`config.mk`:
```
export PLATFORM = sky130hd
export DESIGN_NAME = ddp_rgb_packetizer_core
export DESIGN_NICKNAME = d
export VERILOG_FILES = /design/src/hdl/ddp_pkg.sv /design/src/hdl/ddp_front.sv /design/src/hdl/ddp_queue.sv /design/src/hdl/ddp_back.sv /design/src/hdl/ddp_rgb_packetizer_core.sv
export SDC_FILE = /design/constraint.sdc
export NUM_CORES = 1
export LEC_CHECK = 0
export BUFFER_PORTS_ARGS = -buffer_cell sky130_fd_sc_hd__buf_4
export CORE_MARGIN = 2
export CORE_UTILIZATION = 62
export CTS_CLUSTER_SIZE = 10
export DETAILED_ROUTE_END_ITERATION = 10
export PLACE_DENSITY = 0.81
export SYNTH_ARGS = -nofsm -noshare
export SYNTH_HDL_FRONTEND = slang
export SYNTH_SLANG_ARGS = --single-unit
```
`constraint.sdc`:
```
create_clock -name clk -period 8.3 [get_ports clk]
set_input_delay 0.83 -clock clk [delete_from_list [all_inputs] [get_ports clk]]
set_output_delay 0.83 -clock clk [all_outputs]
set_load 0.1 [all_outputs]
```
`src/hdl/ddp_pkg.sv`:
```
`timescale 1ns / 1ps
// ----------------------------------------------------------------------------
// DDP packetizer package
// Shared constants, byte positions and the command passed from the front end
// to the byte serialiser.
// ----------------------------------------------------------------------------
package ddp_pkg;

	localparam int LEDS_PER_PACKET = 480;
	localparam int MAX_LEDS        = 4096;

	localparam int CNT_W  = 13;   // width of the LED count register
	localparam int LEFT_W = 9;    // holds up to LEDS_PER_PACKET
	localparam int SEQ_W  = 4;

	localparam logic [7:0]       DDP_FLAGS = 8'h40;
	localparam logic [7:0]       DDP_PUSH  = 8'h01;
	localparam logic [7:0]       DDP_TYPE  = 8'h0B;
	localparam logic [7:0]       DDP_ID    = 8'h01;
	localparam logic [SEQ_W-1:0] SEQ_MAX   = 4'd15;
	localparam logic [SEQ_W-1:0] SEQ_FIRST = 4'd1;

	// Position of each byte within the thirteen bytes of a headed LED.
	localparam logic [3:0] BYTE_FLAGS = 4'd0;
	localparam logic [3:0] BYTE_SEQ   = 4'd1;
	localparam logic [3:0] BYTE_TYPE  = 4'd2;
	localparam logic [3:0] BYTE_ID    = 4'd3;
	localparam logic [3:0] BYTE_OFF3  = 4'd4;
	localparam logic [3:0] BYTE_OFF2  = 4'd5;
	localparam logic [3:0] BYTE_OFF1  = 4'd6;
	localparam logic [3:0] BYTE_OFF0  = 4'd7;
	localparam logic [3:0] BYTE_LEN1  = 4'd8;
	localparam logic [3:0] BYTE_LEN0  = 4'd9;
	localparam logic [3:0] BYTE_RED   = 4'd10;
	localparam logic [3:0] BYTE_GREEN = 4'd11;
	localparam logic [3:0] BYTE_BLUE  = 4'd12;

	typedef struct packed {
		logic              hdr;    // a header precedes this LED
		logic              push;   // header belongs to the frame's last packet
		logic [SEQ_W-1:0]  seq;
		logic [CNT_W-1:0]  pos;    // this LED's index; the packet's first when hdr
		logic [LEFT_W-1:0] npkt;   // LEDs in the packet when hdr is set
		logic [7:0]        red;
		logic [7:0]        green;
		logic [7:0]        blue;
		logic              eop;    // blue byte closes the packet
	} cmd_t;

endpackage

```
`src/hdl/ddp_front.sv`:
```
`timescale 1ns / 1ps
// ----------------------------------------------------------------------------
// DDP front end
// Holds the frame and packet bookkeeping, classifies each LED and issues one
// command per LED to the queue.
// ----------------------------------------------------------------------------
module ddp_front (
	input  logic                        clk,
	input  logic                        arst_n,
	input  logic                        cfg_we,
	input  logic [ddp_pkg::CNT_W-1:0]   cfg_count,
	input  logic                        take,
	input  logic [7:0]                  red,
	input  logic [7:0]                  green,
	input  logic [7:0]                  blue,
	output ddp_pkg::cmd_t               cmd
);
	import ddp_pkg::*;

	logic [CNT_W-1:0]  count_q;
	logic [CNT_W-1:0]  pos_q;
	logic [LEFT_W-1:0] left_q;
	logic [SEQ_W-1:0]  seq_q;

	logic [CNT_W-1:0]  count_eff;
	logic              wrap;
	logic [CNT_W-1:0]  pos_e;
	logic [LEFT_W-1:0] left_e;
	logic              hdr;
	logic [CNT_W-1:0]  remaining;
	logic [LEFT_W-1:0] in_pkt;
	logic [LEFT_W-1:0] left_new;
	logic [CNT_W-1:0]  pos_new;
	logic              frame_end;
	logic              packet_end;

	// The register keeps the count already clamped to 1..MAX_LEDS.
	always_comb begin
		count_eff = cfg_count;
		if (cfg_count == '0) begin
			count_eff = CNT_W'(1);
		end else if (32'(cfg_count) > 32'(MAX_LEDS)) begin
			count_eff = CNT_W'(MAX_LEDS);
		end
	end

	always_comb begin
		wrap       = (pos_q >= count_q);
		pos_e      = wrap ? '0 : pos_q;
		left_e     = wrap ? '0 : left_q;
		hdr        = (left_e == '0);
		remaining  = count_q - pos_e;
		in_pkt     = (remaining < CNT_W'(LEDS_PER_PACKET)) ? remaining[LEFT_W-1:0]
			: LEFT_W'(LEDS_PER_PACKET);
		left_new   = (hdr ? in_pkt : left_e) - LEFT_W'(1);
		pos_new    = pos_e + CNT_W'(1);
		frame_end  = (pos_new >= count_q);
		packet_end = (left_new == '0) || frame_end;

		cmd.hdr   = hdr;
		cmd.push  = (remaining <= CNT_W'(LEDS_PER_PACKET));
		cmd.seq   = seq_q;
		cmd.pos   = pos_e;
		cmd.npkt  = in_pkt;
		cmd.red   = red;
		cmd.green = green;
		cmd.blue  = blue;
		cmd.eop   = packet_end;
	end

	always_ff @(posedge clk or negedge arst_n) begin
		if (!arst_n) begin
			count_q <= CNT_W'(1);
			pos_q   <= '0;
			left_q  <= '0;
			seq_q   <= SEQ_FIRST;
		end else begin
			if (cfg_we) begin
				count_q <= count_eff;
			end
			if (take) begin
				pos_q  <= frame_end ? '0 : pos_new;
				left_q <= packet_end ? '0 : left_new;
				if (packet_end) begin
					seq_q <= (seq_q >= SEQ_MAX) ? SEQ_FIRST : seq_q + SEQ_W'(1);
				end
			end
		end
	end

endmodule

```
`src/hdl/ddp_queue.sv`:
```
`timescale 1ns / 1ps
// ----------------------------------------------------------------------------
// DDP command queue
// Two-entry queue that decouples the front end from the byte serialiser.
// ----------------------------------------------------------------------------
module ddp_queue (
	input  logic          clk,
	input  logic          arst_n,
	input  logic          push,
	input  ddp_pkg::cmd_t push_cmd,
	input  logic          pop,
	output logic          full,
	output logic          not_empty,
	output ddp_pkg::cmd_t head
);
	import ddp_pkg::*;

	cmd_t       slot_q [2];
	logic       wr_q;
	logic       rd_q;
	logic [1:0] fill_q;

	assign full      = (fill_q == 2'd2);
	assign not_empty = (fill_q != 2'd0);
	assign head      = slot_q[rd_q];

	always_ff @(posedge clk) begin
		if (push) begin
			slot_q[wr_q] <= push_cmd;
		end
	end

	always_ff @(posedge clk or negedge arst_n) begin
		if (!arst_n) begin
			wr_q   <= 1'b0;
			rd_q   <= 1'b0;
			fill_q <= 2'd0;
		end else begin
			if (push) begin
				wr_q <= ~wr_q;
			end
			if (pop) begin
				rd_q <= ~rd_q;
			end
			case ({push, pop})
				2'b10:   fill_q <= fill_q + 2'd1;
				2'b01:   fill_q <= fill_q - 2'd1;
				default: fill_q <= fill_q;
			endcase
		end
	end

endmodule

```
`src/hdl/ddp_back.sv`:
```
`timescale 1ns / 1ps
// ----------------------------------------------------------------------------
// DDP byte serialiser
// Turns the command at the head of the queue into header and colour bytes,
// one byte per cycle while not stalled, through a registered output stage.
// ----------------------------------------------------------------------------
module ddp_back (
	input  logic          clk,
	input  logic          arst_n,
	input  logic          head_valid,
	input  ddp_pkg::cmd_t head,
	output logic          pop,
	output logic          out_valid,
	input  logic          out_stall,
	output logic [7:0]    data_byte,
	output logic          end_of_packet,
	output logic          end_of_run
);
	import ddp_pkg::*;

	logic [3:0]  idx_q;
	logic        out_valid_q;
	logic [7:0]  byte_q;
	logic        eop_q;
	logic        eor_q;

	logic        advance;
	logic [3:0]  cur;
	logic        last;
	logic [15:0] offset;
	logic [15:0] length;
	logic [7:0]  byte_d;

	assign advance = head_valid && (!out_valid_q || !out_stall);
	assign cur     = (idx_q == BYTE_FLAGS && !head.hdr) ? BYTE_RED : idx_q;
	assign last    = (cur == BYTE_BLUE);
	assign pop     = advance && last;
	assign offset  = {2'b00, head.pos, 1'b0} + {3'b000, head.pos};
	assign length  = {6'd0, head.npkt, 1'b0} + {7'd0, head.npkt};

	always_comb begin
		case (cur)
			BYTE_FLAGS: byte_d = head.push ? (DDP_FLAGS | DDP_PUSH) : DDP_FLAGS;
			BYTE_SEQ:   byte_d = {4'd0, head.seq};
			BYTE_TYPE:  byte_d = DDP_TYPE;
			BYTE_ID:    byte_d = DDP_ID;
			BYTE_OFF3:  byte_d = 8'd0;
			BYTE_OFF2:  byte_d = 8'd0;
			BYTE_OFF1:  byte_d = offset[15:8];
			BYTE_OFF0:  byte_d = offset[7:0];
			BYTE_LEN1:  byte_d = length[15:8];
			BYTE_LEN0:  byte_d = length[7:0];
			BYTE_RED:   byte_d = head.red;
			BYTE_GREEN: byte_d = head.green;
			BYTE_BLUE:  byte_d = head.blue;
			default:    byte_d = 8'd0;
		endcase
	end

	always_ff @(posedge clk) begin
		if (advance) begin
			byte_q <= byte_d;
			eop_q  <= last && head.eop;
			eor_q  <= last;
		end
	end

	always_ff @(posedge clk or negedge arst_n) begin
		if (!arst_n) begin
			idx_q       <= BYTE_FLAGS;
			out_valid_q <= 1'b0;
		end else begin
			if (advance) begin
				idx_q       <= last ? BYTE_FLAGS : cur + 4'd1;
				out_valid_q <= 1'b1;
			end else if (!out_stall) begin
				out_valid_q <= 1'b0;
			end
		end
	end

	assign out_valid     = out_valid_q;
	assign data_byte     = byte_q;
	assign end_of_packet = eop_q;
	assign end_of_run    = eor_q;

endmodule

```
`src/hdl/ddp_rgb_packetizer_core.sv`:
```
`timescale 1ns / 1ps
// ----------------------------------------------------------------------------
// DDP RGB packetizer core
// Turns a stream of LED colours into a DDP byte stream with packet headers.
// ----------------------------------------------------------------------------
// Usage:
//   Input channel (in_valid / in_stall, red, green, blue): one LED colour per
//   transfer. Output channel (out_valid / out_stall, data_byte, end_of_packet,
//   end_of_run): one byte per transfer; end_of_run marks the last byte that
//   an LED produces and end_of_packet the last byte of a DDP packet.
//   Configuration channel (cfg_valid / cfg_ready, led_count): sets the LEDs
//   per frame, clamped to 1..MAX_LEDS; write it only while the block is idle.
// Path and throughput:
//   The first byte of an LED passes through the command queue and the
//   output register. While out_stall is low, output runs at one byte per
//   cycle; an LED gives 3 bytes, or 13 when it opens a packet, and the
//   byte serialiser's single output port sets this rate. The two-entry queue
//   lets a further LED be taken while the current one is still being sent.
// Reset: clears the queue and output valid, sets the LED count to 1, the
//   frame position to 0 and the sequence number to 1.
// Stalling: when out_stall is high the output byte is held; once the queue is
//   full in_stall rises until the serialiser frees an entry.
// ----------------------------------------------------------------------------
module ddp_rgb_packetizer_core (
	input  logic                      clk,
	input  logic                      arst_n,
	input  logic                      cfg_valid,
	output logic                      cfg_ready,
	input  logic [ddp_pkg::CNT_W-1:0] led_count,
	input  logic                      in_valid,
	output logic                      in_stall,
	input  logic [7:0]                red,
	input  logic [7:0]                green,
	input  logic [7:0]                blue,
	output logic                      out_valid,
	input  logic                      out_stall,
	output logic [7:0]                data_byte,
	output logic                      end_of_packet,
	output logic                      end_of_run
);
	import ddp_pkg::*;

	cmd_t front_cmd;
	cmd_t head;
	logic take;
	logic full;
	logic not_empty;
	logic pop;

	// Configuration is always accepted; it lands in the front end's register.
	assign cfg_ready = 1'b1;

	// An LED transfer goes straight into the queue as a command.
	assign in_stall = full;
	assign take     = in_valid && !full;

	ddp_front u_front (
		.clk       (clk),
		.arst_n    (arst_n),
		.cfg_we    (cfg_valid),
		.cfg_count (led_count),
		.take      (take),
		.red       (red),
		.green     (green),
		.blue      (blue),
		.cmd       (front_cmd)
	);

	ddp_queue u_queue (
		.clk       (clk),
		.arst_n    (arst_n),
		.push      (take),
		.push_cmd  (front_cmd),
		.pop       (pop),
		.full      (full),
		.not_empty (not_empty),
		.head      (head)
	);

	// The serialiser releases a queue entry as it registers the blue byte.
	ddp_back u_back (
		.clk           (clk),
		.arst_n        (arst_n),
		.head_valid    (not_empty),
		.head          (head),
		.pop           (pop),
		.out_valid     (out_valid),
		.out_stall     (out_stall),
		.data_byte     (data_byte),
		.end_of_packet (end_of_packet),
		.end_of_run    (end_of_run)
	);

endmodule

```
==> results of run 1 <==
critical path, delay by kind of cell, from the launching register on:
kind,cells,cell delay [ns]
AND/OR/NAND/NOR,8,2.47
AO/OA/AOI/OAI,12,2.25
adder cells (fa/ha/maj),4,1.22
flip-flops,1,0.43
multiplexers,1,0.34
XOR/XNOR,1,0.32
buffers and inverters,2,0.13
report_power, final:
group          total [W]  internal [W]  switching (W)
sequential       0.00129       0.00116       0.000135
combinational    0.00200      0.000705        0.00129
clock           0.000822      0.000482       0.000339
total            0.00411       0.00234        0.00177
synthesized netlist by cell type (3+ instances only):
master / n
a211oi_1: 7
a21boi_0: 4
a21o_1: 12
a21oi_1: 39
a221oi_1: 5
a22oi_1: 3
a311oi_1: 3
a31o_2: 3
a31oi_1: 3
a32o_1: 3
and2_1: 9
and3_1: 10
buf_1: 4
clkbuf_1: 16
dfrtp_1: 46
edfxtp_1: 116
fa_1: 3
ha_1: 69
inv_1: 56
mux2_2: 18
mux2i_1: 31
nand2_1: 88
nand2b_1: 13
nand3_1: 14
nand4_1: 4
nor2_1: 39
nor2b_1: 4
nor3_1: 9
nor4_1: 7
o211ai_1: 4
o21a_1: 7
o21ai_0: 58
o21ai_1: 4
o221ai_1: 3
o22ai_1: 9
o31ai_1: 5
o31ai_2: 3
o41ai_1: 3
or2_2: 3
or3_1: 3
xnor2_1: 27
xor2_1: 18
stage by stage:
step	setup WS (ns)	hold slack, ns	power, W	cell area, um^2
2_1_floorplan	1.726	0.4608	0.002787	9407
3_3_place_gp	1.319	0.4886	0.003213	9980
3_5_place_dp	1.238	0.4969	0.003241	9980
4_1_cts	1.147	0.4539	0.004086	10600
5_1_grt	0.5441	0.4812	0.004356	10600
6_report	1.018	0.4235	0.004110	10600
worst paths after layout:
| check | startpoint | endpoint |
|---|---|---|
| worst min register to register | u_back.out_valid$_DFFE_PN0P_ | u_back.out_valid$_DFFE_PN0P_ |
| worst min-delay path | arst_n | u_front.pos_q[5]$_DFFE_PN0P_ |
| max in group asynchronous | arst_n | u_queue.rd_q$_DFFE_PN0P_ |
| min in group clk | u_back.out_valid$_DFFE_PN0P_ | u_back.out_valid$_DFFE_PN0P_ |
| worst max-delay path | u_front.pos_q[4]$_DFFE_PN0P_ | u_front.seq_q[1]$_DFFE_PN0P_ |
| worst max register to register | u_front.pos_q[4]$_DFFE_PN0P_ | u_front.seq_q[1]$_DFFE_PN0P_ |
layer usage:
metal  vias to the layer above  part of all wire  global-route usage
met2                       237              0.49              0.4478
met1                      3259              0.44              0.3696
met5                         -                 0                   0
met4                         0             0.021             0.09825
li1                       3213                 -                   -
met3                        41             0.057             0.03224
state kept, by name, indices dropped and copies added (netlist names):
signal	count
u_back.data_byte	8
u_back.end_of_packet	1
u_back.end_of_run	1
u_back.idx_q	4
u_back.out_valid	1
u_front.count_q	13
u_front.left_q	9
u_front.pos_q	13
u_front.seq_q	4
u_queue.fill_q	2
u_queue.rd_q	1
u_queue.slot_q	106
u_queue.wr_q	1
cells by family (layout without fill, tap and decap cells):
logic type,after synthesis,in the layout,synth area share
buffers and inverters,84,150,0.03578
AND/OR/NAND/NOR,221,221,0.1156
AO/OA/AOI/OAI,205,205,0.1527
adder cells (fa/ha/maj),73,73,0.09923
multiplexers,50,50,0.05613
XOR/XNOR,45,45,0.04190
flip-flops,164,164,0.4983
other,1,1,0.0003987
final cells by class:
class	count	area (um^2)	share of cell area
clock buffers	18	429.2	0.04049
well taps	188	235.2	0.02219
repair buffers	59	442.9	0.04178
multi-input cells	595	4392	0.4143
flip-flops and latches	164	4688	0.4423
inverters	59	221.5	0.02089
clock inverters	14	191.4	0.01806
==> results by stage, run 1 <==
GRT:
- The via count of the first global-routing pass is between 6000 and 7000.
- The global-route usage over all layers is 0.2695.
- Entering global routing, the biggest net connects 54 pins.
- After global routing the overflow that remains totals 0.
- The first global-routing pass estimated 33930 um of wire.
- The initial antenna violation count is 0.

Job:
- The max-cap violation count is 0.

CTS:
- The number of sinks on the clock net is approximately 160.
- The number of buffers inserted by post-CTS setup repair is 0.
- The clock passes through at most 2 buffers.
- The number of clock buffers inserted by TritonCTS is 17.
- The buffer type at the clock tree root is clkbuf_16.
- The number of hold buffers added after cts is 0.
- Clock-pin slew was measured on the worst setup and hold paths at 0.07 ns.
- TritonCTS built the clock tree.
- CTS built an H-tree with a depth of 4.
- Once the clock tree was built, the resizer swapped 0 gates to a different size.
- For the worst-skew pair, the clock arrives at the later sink with an insertion delay of 0.43 ns.

Routing:
- The final routed wire length divided by cell count is between 15 and 20 um.
- The routed layout has 6750 vias.
- The count of TritonRoute iterations in the first routing pass is 5.
- The DRC violation count after routing is 0.
- Using the TritonRoute via totals, the vias-per-cell ratio works out to 6.153.
- For this block, the routed nets add up to roughly 21000 um of wire.
- The first routing iteration left 547 violations.
- Once detail routing completed, the nets flagged for antenna violations numbered 0.

STA:
- The worst clock skew is 0.008482 ns.
- Adding up every negative setup slack in the final design gives 0 ns.
- Based on the critical path, the design can be clocked at up to 137.3 MHz.
- Counting I/O delays and the setup requirement, the final critical path takes 7.282 ns.
- The transition time at the pin with the least slew margin is 0.7327 ns.
- The final max-slew violation count was 0.
- The final number of hold-violating endpoints came to 0.
- The count of endpoints failing setup in the final report is 0.
- The relative slew slack is 0.5115.
- Setup repair after global routing left no endpoint under its margin.
- In the finished design, the share of the clock period the worst path needs comes to 0.8774.

Yosys:
- The synthesized area is 9407 um^2.
- The synthesized design contains 164 register bits.
- Ranked by total cell area, the synthesized netlist is headed by edfxtp_1 37%, dfrtp_1 12%, ha_1 9.2%.
- Summed over all instances, the cell type with the most area after synthesis is edfxtp_1.
- For this run, the number of Yosys warnings is 0.
- The synthesized netlist net count is 957.
- The share of synthesized area in the top cell type comes to 0.3703.
- The average cell area after synthesis is ~11 um^2.
- The share of synthesized registers carrying an async set or reset is 0.2927.
- The synthesized design contains 116 enable-type register cells.
- The number of unique standard cell types used by synthesis is 87.
- Among all flip-flop cells after synthesis, the most frequent one is edfxtp_1.
- Of the synthesized area, sequential elements account for 0.4983.
- In the synthesized netlist, the number of instances is between 800 and 900.

Pwr:
- In this run the power density over the cells is about 390 nW/um^2.
- Across the VDD grid, the largest voltage drop is 0.2005 mV.
- Summed over all cells, the static leakage comes to 4.351 nW.

Die:
- During I/O placement, the number of pins put on the boundary was 55.
- The cell row count is 45.
- The width of the die is 127.2 um.
- For this configuration, the core starts out at a cell density of 0.6257.
- The vertical die dimension is 127.2 um.
- The area of the die is 16170 um^2.
- The area of the core is 15030 um^2.

Hold path:
- The path class of the lowest-slack min-delay path is input pin to asynchronous set/reset pin.

Placement:
- Once detailed placement completed, the half-perimeter wirelength came to approximately 15000 um.
- The count of placed standard cells including taps is 1065.
- The count of buffers from port buffering is 53.
- The global placer's final weighted congestion is 0.9355.

Cells and area:
- The number of inserted filler cells in the final layout is 1062.
- Of the cells placed in the final design, the portion with a size suffix greater than 1 is 0.1562.
- The total inserted antenna cells is 0.
- The library cells used most frequently in the layout, excluding fill and tap cells, are 116 x edfxtp_1, 88 x nand2_1, 69 x ha_1.
- The number of nets in the final layout is 1010.
- Once layout is complete, the cells apart from fillers number 1097.
- The leading cell type in the layout, fill and taps excluded is edfxtp_1.
- The final core utilization is 0.7051.
- The area growth from synthesis to final layout is 12.69%.

Critical path:
- The type of element capturing the critical path is a flop.
- The flop-to-flop setup slack is 1.02 ns.
- By instance count, the cell type seen most on the critical path is ha_1.
- The delay of the slowest cell on the worst path is 0.48 ns.
- STA puts the critical path data arrival time at 7.60 ns.
- The number of cells traversed by the worst register-to-register path is 28.
- The slowest stage cell on the critical path is nor2_1.
- At the worst endpoint, the required time is 8.62 ns.
- The critical-path maximum fanout is 11.
- The worst setup path is launched from a flop.
- The kind of critical path is flop to flop.

Run status:
- The run finished with clean final reports.
(Power assumes the default switching activity.)
==> inputs of run 2 (changes only) <==
Settings changed: ABC_CLOCK_PERIOD_IN_PS set to 8300, CORE_UTILIZATION 62 to 64, CTS_BUF_LIST set to sky130_fd_sc_hd__clkbuf_8, PLACE_DENSITY 0.81 to 0.83, SKIP_LAST_GASP set to 1.
==> run 2 against run 1 <==
Against the previous run: first-iteration DRC count rose by 9.3%; global-route usage grew 2.7 points; sequential power hardly changed; maximum frequency is 1.5% higher; combinational power barely moved; routed wire length increased by 6.3%; clock-buffer cell count fell by 1; critical path depth unchanged; power decreased by 4.9%; sequential cell count unchanged.
==> results by stage, run 2 (synthesis results as in run 1) <==
Run status:
- The run finished with clean final reports.

Cells and area:
- The number of inserted filler cells in the final layout is 995 (-6.3%).
- The flip-flop count of the largest register after layout is 106 (unchanged).
- Leaving out fill and tap cells, the most frequent cell in the layout is edfxtp_1.
- The area taken by flip-flops and latches is 4688 um^2 (unchanged).
- Relative to the synthesized area, the layout overhead comes to 10.20%.
- The top cell types in the final layout, fill and taps aside, are 116 x edfxtp_1, 88 x nand2_1, 69 x ha_1.
- The total inserted antenna cells came to 0 (unchanged).
- The area of the multi-input gates is 4392 um^2 (unchanged).
- The fraction of layout cells with a size suffix above 1 is 0.1553 (-0.0009293).
- In the final layout, the registers with the most flip-flops are u_queue.slot_q x106, u_front.count_q x13, u_front.pos_q x13.
- More flip-flops sit in one register than any other, and that register is u_queue.slot_q.
- The number of nets in the final layout is 1009 (-0.099%).
- The final cell count without fillers is 1092 (-0.46%).
- The post-route cell area is 10370 um^2 (-2.2%).

Job:
- The max-cap violation count is 0 (unchanged).

Placement:
- The instance area at placement is 9967 um^2 (-0.13%).
- The total half-perimeter wirelength after legalization and detailed placement is 16300 um (+10%).
- The post-placement worst setup slack came to 1.237 ns (-0.0006800 ns).
- The count of placed standard cells including taps came to 1060 (-0.47%).
- The count of buffers from port buffering is 53 (unchanged).
- The global placer's final weighted congestion came to 0.8999 (-3.8%).

Routing:
- The starting DRC count in detailed routing came to 598 (+9.3%).
- The overall routed net length came to 22200 um (+6.3%).
- The number of routed nets with antenna violations is 0 (unchanged).
- The DRC violation count after routing is 0 (unchanged).
- The detailed-route via count is 6772 (+0.33%).
- The count of TritonRoute iterations in the first routing pass came to 6 (+1).
- The vias per cell is 6.201 (+0.79%).
- The final routed wire length divided by cell count was 20.33 um (+6.8%).

STA:
- The setup slack after layout is 1.122 ns (+0.1044 ns).
- The setup total negative slack is 0 ns (unchanged).
- The count of endpoints failing setup in the final report is 0 (unchanged).
- The transition time at the pin with the least slew margin is 1.218 ns (+0.4852 ns).
- The peak clock frequency supported by timing was 139.3 MHz (+1.5%).
- The final number of hold-violating endpoints is 0 (unchanged).
- The final max-slew violation count is 0 (unchanged).
- The worst clock skew came to 0.01527 ns (+0.006788 ns).
- The relative slew slack came to 0.1806 (-0.3309).
- The portion of the clock cycle consumed by the worst path in the final layout is 0.8648 (-0.01257).
- Setup repair after global routing left no endpoint under its margin.
- The clock period minus worst slack is 7.178 ns (-0.1044 ns).

Die:
- The cell row count is 44 (-2.2%).
- The vertical die dimension was 125.2 um (-1.5%).
- The area of the die was 15680 um^2 (-3.0%).
- The number of top-level pins is 55 (unchanged).
- The starting utilization of the core area was 0.6522 (+0.02643).
- The area of the core is 14420 um^2 (-4.1%).
- The width of the die came to 125.2 um (-1.5%).

CTS:
- The number of sinks on the clock net is 164 (unchanged).
- The number of buffers inserted by post-CTS setup repair is 0 (unchanged).
- The number of hold buffers added after cts is 0 (unchanged).
- The number of clock buffers inserted by TritonCTS is 17 (unchanged).
- The worst-skew pair later-pin latency is 0.48 ns (+0.05 ns).
- The maximum count of clock buffers along a single path is 2 (unchanged).
- The quantity of gates resized following cts is 0 (unchanged).
- The CTS H-tree depth is 4 (unchanged).
- TritonCTS built the clock tree.
- The clock-pin slew on the worst setup and hold paths is 0.10 ns (+0.03 ns).
- CTS placed an instance of clkbuf_8 at the clock tree root.

Critical path:
- The critical path's most frequent cell is ha_1.
- On the critical path, the stage with the largest delay is an instance of or2_1.
- STA classifies the critical path endpoint as a flop.
- The worst setup path is of the flop to flop kind.
- The delay of the slowest cell on the worst path is 0.45 ns (-0.03 ns).
- The worst setup path is launched from a flop.
- The critical-path maximum fanout is 11 (unchanged).
- The required time of the critical path is 8.67 ns (+0.05 ns).
- The arrival time of the worst setup path is 7.55 ns (-0.05 ns).

GRT:
- The overall overflow remaining after global route is 0 (unchanged).
- The via count of the first global-routing pass is 6977 (+4.6%).
- The first-pass GRT wire length is 36330 um (+7.1%).
- The initial antenna violation count is 0 (unchanged).
- The pin count of the biggest net entering global routing is 54 (unchanged).
- The global-route usage over all layers came to 0.2961 (+0.02659).

Hold path:
- The path class of the lowest-slack min-delay path is input pin to asynchronous set/reset pin.

Pwr:
- The leakage dissipation is 4.254 nW (-2.2%).
- The maximum VDD drop came to 0.2496 mV (+24%).
- The power per cell area is 377.0 nW/um^2 (-2.8%).
- The total chip power is 0.003908 W (-4.9%).
-- run 2: worst paths after layout --
kind	start	end	slack [ns]	cells after the start
hold / removal	arst_n	u_front.pos_q[3]$_DFFE_PN0P_	0.38	1
setup / recovery	u_front.pos_q[4]$_DFFE_PN0P_	u_front.seq_q[1]$_DFFE_PN0P_	1.12	28
setup reg to reg	u_front.pos_q[4]$_DFFE_PN0P_	u_front.seq_q[1]$_DFFE_PN0P_	1.12	28
hold reg to reg	u_front.pos_q[0]$_DFFE_PN0P_	u_front.pos_q[0]$_DFFE_PN0P_	0.52	2
max in group asynchronous	arst_n	u_queue.rd_q$_DFFE_PN0P_	7.44	1
min in group clk	u_front.pos_q[0]$_DFFE_PN0P_	u_front.pos_q[0]$_DFFE_PN0P_	0.52	2
-- run 2: cell type report --
| class | instances | share of cell area |
|---|---|---|
| clock inverter | 15 | 0.01593 |
| sequential | 164 | 0.4523 |
| clock buffer | 17 | 0.02257 |
| tap | 184 | 0.02221 |
| timing repair buffer | 58 | 0.04200 |
| multi-input combinational | 595 | 0.4237 |
| inverter | 59 | 0.02136 |
-- run 2: worst max-delay path: cells and delay by family, from the launching register on --
kind	cells	cell delay, ns
XOR/XNOR	1	0.28
buffers and inverters	2	0.12
AO/OA/AOI/OAI	12	2.25
multiplexers	1	0.33
AND/OR/NAND/NOR	8	2.44
flip-flops	1	0.43
adder cells (fa/ha/maj)	4	1.19
-- run 2: power by group --
part | leakage, nW | internal [W] | total, W | switching (W)
Sequential | 1.70 | 0.00115 | 0.00129 | 0.000134
Combinational | 2.35 | 0.000706 | 0.00203 | 0.00132
Clock | 0.209 | 0.000252 | 0.000590 | 0.000338
-- run 2: per-layer routing --
layer / global-route usage / up-vias / part of all wire
li1: - / 3202 / -
met1: 0.3925 / 3291 / 0.43
met2: 0.4882 / 239 / 0.49
met3: 0.05520 / 40 / 0.055
met4: 0.1163 / 0 / 0.027
met5: 0 / - / 0
-- run 2: metrics by stage --
stage	utilization	hold WS, ns
after floorplan	-	0.4608
after global placement	0.6910	0.4754
after detailed placement	0.6910	0.4984
after CTS	0.7187	0.3917
after global routing	0.7187	0.4267
final	0.7187	0.3833
==> inputs of run 3 (changes only) <==
==> constraint.sdc (replaced) <==
create_clock -name clk -period 8.3 [get_ports clk]
set_input_delay 1.66 -clock clk [delete_from_list [all_inputs] [get_ports clk]]
set_output_delay 1.66 -clock clk [all_outputs]
set_load 0.1 [all_outputs]
==> run 3 against run 2 <==
Against the previous run: routed wire length down 0.14%; clock skew fell by 0.00099 ns; clock-buffer cell count unchanged; setup slack lost 0.076 ns; maximum frequency decreased by 1.1%; first-iteration DRC count down 5.9%; sequential share of layout area about the same; core utilization about the same; critical path type unchanged; die area unchanged.
==> results by stage, run 3 (synthesis results as in run 1) <==
Hold path:
- The path class of the lowest-slack min-delay path is flop to flop.

GRT:
- The via count of the first global-routing pass is 7013 (+0.52%).
- The global-route usage over all layers is 0.2944 (-0.001639).
- The pin count of the biggest net entering global routing is 54 (unchanged).
- The overall overflow remaining after global route is 0 (unchanged).
- The first-pass GRT wire length came to 36360 um (about the same).
- The initial antenna violation count came to 0 (unchanged).

CTS:
- The number of sinks on the clock net came to 164 (unchanged).
- TritonCTS built the clock tree.
- The maximum count of clock buffers along a single path is 2 (unchanged).
- The CTS H-tree depth came to 4 (unchanged).
- The number of hold buffers added after cts was 0 (unchanged).
- The worst-skew pair later-pin latency is 0.47 ns (about the same).
- The number of clock buffers inserted by TritonCTS is 17 (unchanged).
- The clock-pin slew on the worst setup and hold paths is 0.10 ns (about the same).
- The quantity of gates resized following cts is 0 (unchanged).
- The number of buffers inserted by post-CTS setup repair was 0 (unchanged).
- The buffer type at the clock tree root is clkbuf_8.

Cells and area:
- The final core utilization is 0.7188 (about the same).
- The flip-flop count of the largest register after layout came to 106 (unchanged).
- The library cell used most frequently in the layout, excluding fill and tap cells, is edfxtp_1.
- The post-route cell area is 10370 um^2 (about the same).
- The register containing the most flip-flops in the final layout is u_queue.slot_q.
- Leaving out fill and tap cells, the most frequent cells in the layout are 116 x edfxtp_1, 88 x nand2_1, 69 x ha_1.
- The number of nets in the final layout is 1009 (unchanged).
- The fraction of layout cells with a size suffix above 1 is 0.1553 (unchanged).
- The total inserted antenna cells is 0 (unchanged).
- In the final layout, the registers with the most flip-flops are u_queue.slot_q x106, u_front.count_q x13, u_front.pos_q x13.
- The area growth from synthesis to final layout is 10.22% (about the same).

Routing:
- The starting DRC count in detailed routing is 563 (-5.9%).
- The count of TritonRoute iterations in the first routing pass is 6 (unchanged).
- The final routed wire length divided by cell count is 20.30 um (-0.14%).
- The overall routed net length is 22170 um (-0.14%).
- The detailed-route via count is 6833 (+0.90%).
- The DRC violation count after routing is 0 (unchanged).
- The number of routed nets with antenna violations was 0 (unchanged).
- The vias per cell is 6.257 (+0.90%).

Die:
- The area of the die is 15680 um^2 (unchanged).
- The cell row count was 44 (unchanged).
- The vertical die dimension is 125.2 um (unchanged).
- The starting utilization of the core area is 0.6522 (unchanged).
- The area of the core is 14420 um^2 (unchanged).
- The number of top-level pins is 55 (unchanged).
- The width of the die is 125.2 um (unchanged).

Critical path:
- The arrival time of the worst setup path is 7.61 ns (+0.06 ns).
- The critical-path maximum fanout is 11 (unchanged).
- The delay of the slowest cell on the worst path is 0.47 ns (+0.02 ns).
- The kind of critical path is flop to flop.
- The worst setup path is launched from a flop.
- The slowest stage cell on the critical path is dfrtp_1.
- The critical path's most frequent cell is ha_1.
- The required time of the critical path is 8.66 ns (about the same).
- STA classifies the critical path endpoint as a flop.

STA:
- The worst clock skew is 0.01428 ns (-0.0009894 ns).
- The final max-slew violation count is 0 (unchanged).
- The final number of hold-violating endpoints is 0 (unchanged).
- The portion of the clock cycle consumed by the worst path in the final layout is 0.8740 (+0.009206).
- The peak clock frequency supported by timing is 137.8 MHz (-1.1%).
- The relative slew slack was 0.1732 (-0.007335).
- The count of endpoints failing setup in the final report was 0 (unchanged).
- The setup total negative slack came to 0 ns (unchanged).
- Setup repair after global routing left no endpoint under its margin.
- The transition time at the pin with the least slew margin is 1.229 ns (+0.01090 ns).
- The clock period minus worst slack came to 7.254 ns (+0.07641 ns).

Placement:
- The global placer's final weighted congestion is 0.9042 (+0.48%).
- The count of buffers from port buffering was 53 (unchanged).
- The total half-perimeter wirelength after legalization and detailed placement is 16550 um (+1.5%).
- The instance area at placement is 9967 um^2 (unchanged).

Pwr:
- The power per cell area is 377.8 nW/um^2 (+0.20%).
- The maximum VDD drop is 0.2844 mV (+14%).
- The leakage dissipation is 4.258 nW (about the same).

Run status:
- The flow ran to the end, and the final reports show no timing, DRC or antenna violations.

Job:
- The max-cap violation count is 0 (unchanged).
[run 3: per-layer routing]
metal	part of all wire	GRT usage
met5	0	0
met4	0.022	0.1013
met3	0.057	0.05520
met2	0.49	0.4933
met1	0.43	0.3891
[run 3: final cells by class]
type	instances	area, um^2
inverters	59	221.5
clock buffers	17	234.0
clock inverters	15	166.4
flip-flops and latches	164	4688
repair buffers	58	435.4
fillers	1020	4056
multi-input cells	595	4392
well taps	184	230.2
[run 3: where the power goes]
part           leakage, nW  internal [W]  switching [W]
logic                 2.35      0.000706        0.00133
clock network        0.213      0.000276       0.000321
registers             1.70       0.00115       0.000131
total                 4.26       0.00214        0.00178
[run 3: path summary, 6_finish.rpt]
check	startpoint	endpoint	slack, ns	depth (start not counted)
setup / recovery	u_front.pos_q[3]$_DFFE_PN0P_	u_front.seq_q[1]$_DFFE_PN0P_	1.05	28
hold / removal	u_queue.fill_q[1]$_DFFE_PN0P_	u_queue.fill_q[1]$_DFFE_PN0P_	0.52	1
setup reg to reg	u_front.pos_q[3]$_DFFE_PN0P_	u_front.seq_q[1]$_DFFE_PN0P_	1.05	28
hold reg to reg	u_queue.fill_q[1]$_DFFE_PN0P_	u_queue.fill_q[1]$_DFFE_PN0P_	0.52	1
max in group asynchronous	arst_n	u_queue.rd_q$_DFFE_PN0P_	6.59	1
min in group asynchronous	arst_n	u_front.pos_q[3]$_DFFE_PN0P_	1.21	1
[run 3: stage by stage]
stage	cells	setup WS [ns]	hold WS, ns	power (W)
2_1_floorplan	843	1.726	0.4608	0.002787
3_3_place_gp	1060	1.397	0.4760	0.003236
3_5_place_dp	1060	1.231	0.5057	0.003298
4_1_cts	1092	1.172	0.5274	0.003907
5_1_grt	1092	0.4982	0.5678	0.004164
6_report	1092	1.046	0.5231	0.003917
[run 3: worst max-delay path, delay by kind of cell (launching register included)]
family | cells | cell delay, ns
buffers and inverters | 2 | 0.11
multiplexers | 1 | 0.34
flip-flops | 1 | 0.47
AO/OA/AOI/OAI | 12 | 2.22
XOR/XNOR | 1 | 0.28
AND/OR/NAND/NOR | 8 | 2.50
adder cells (fa/ha/maj) | 4 | 1.20
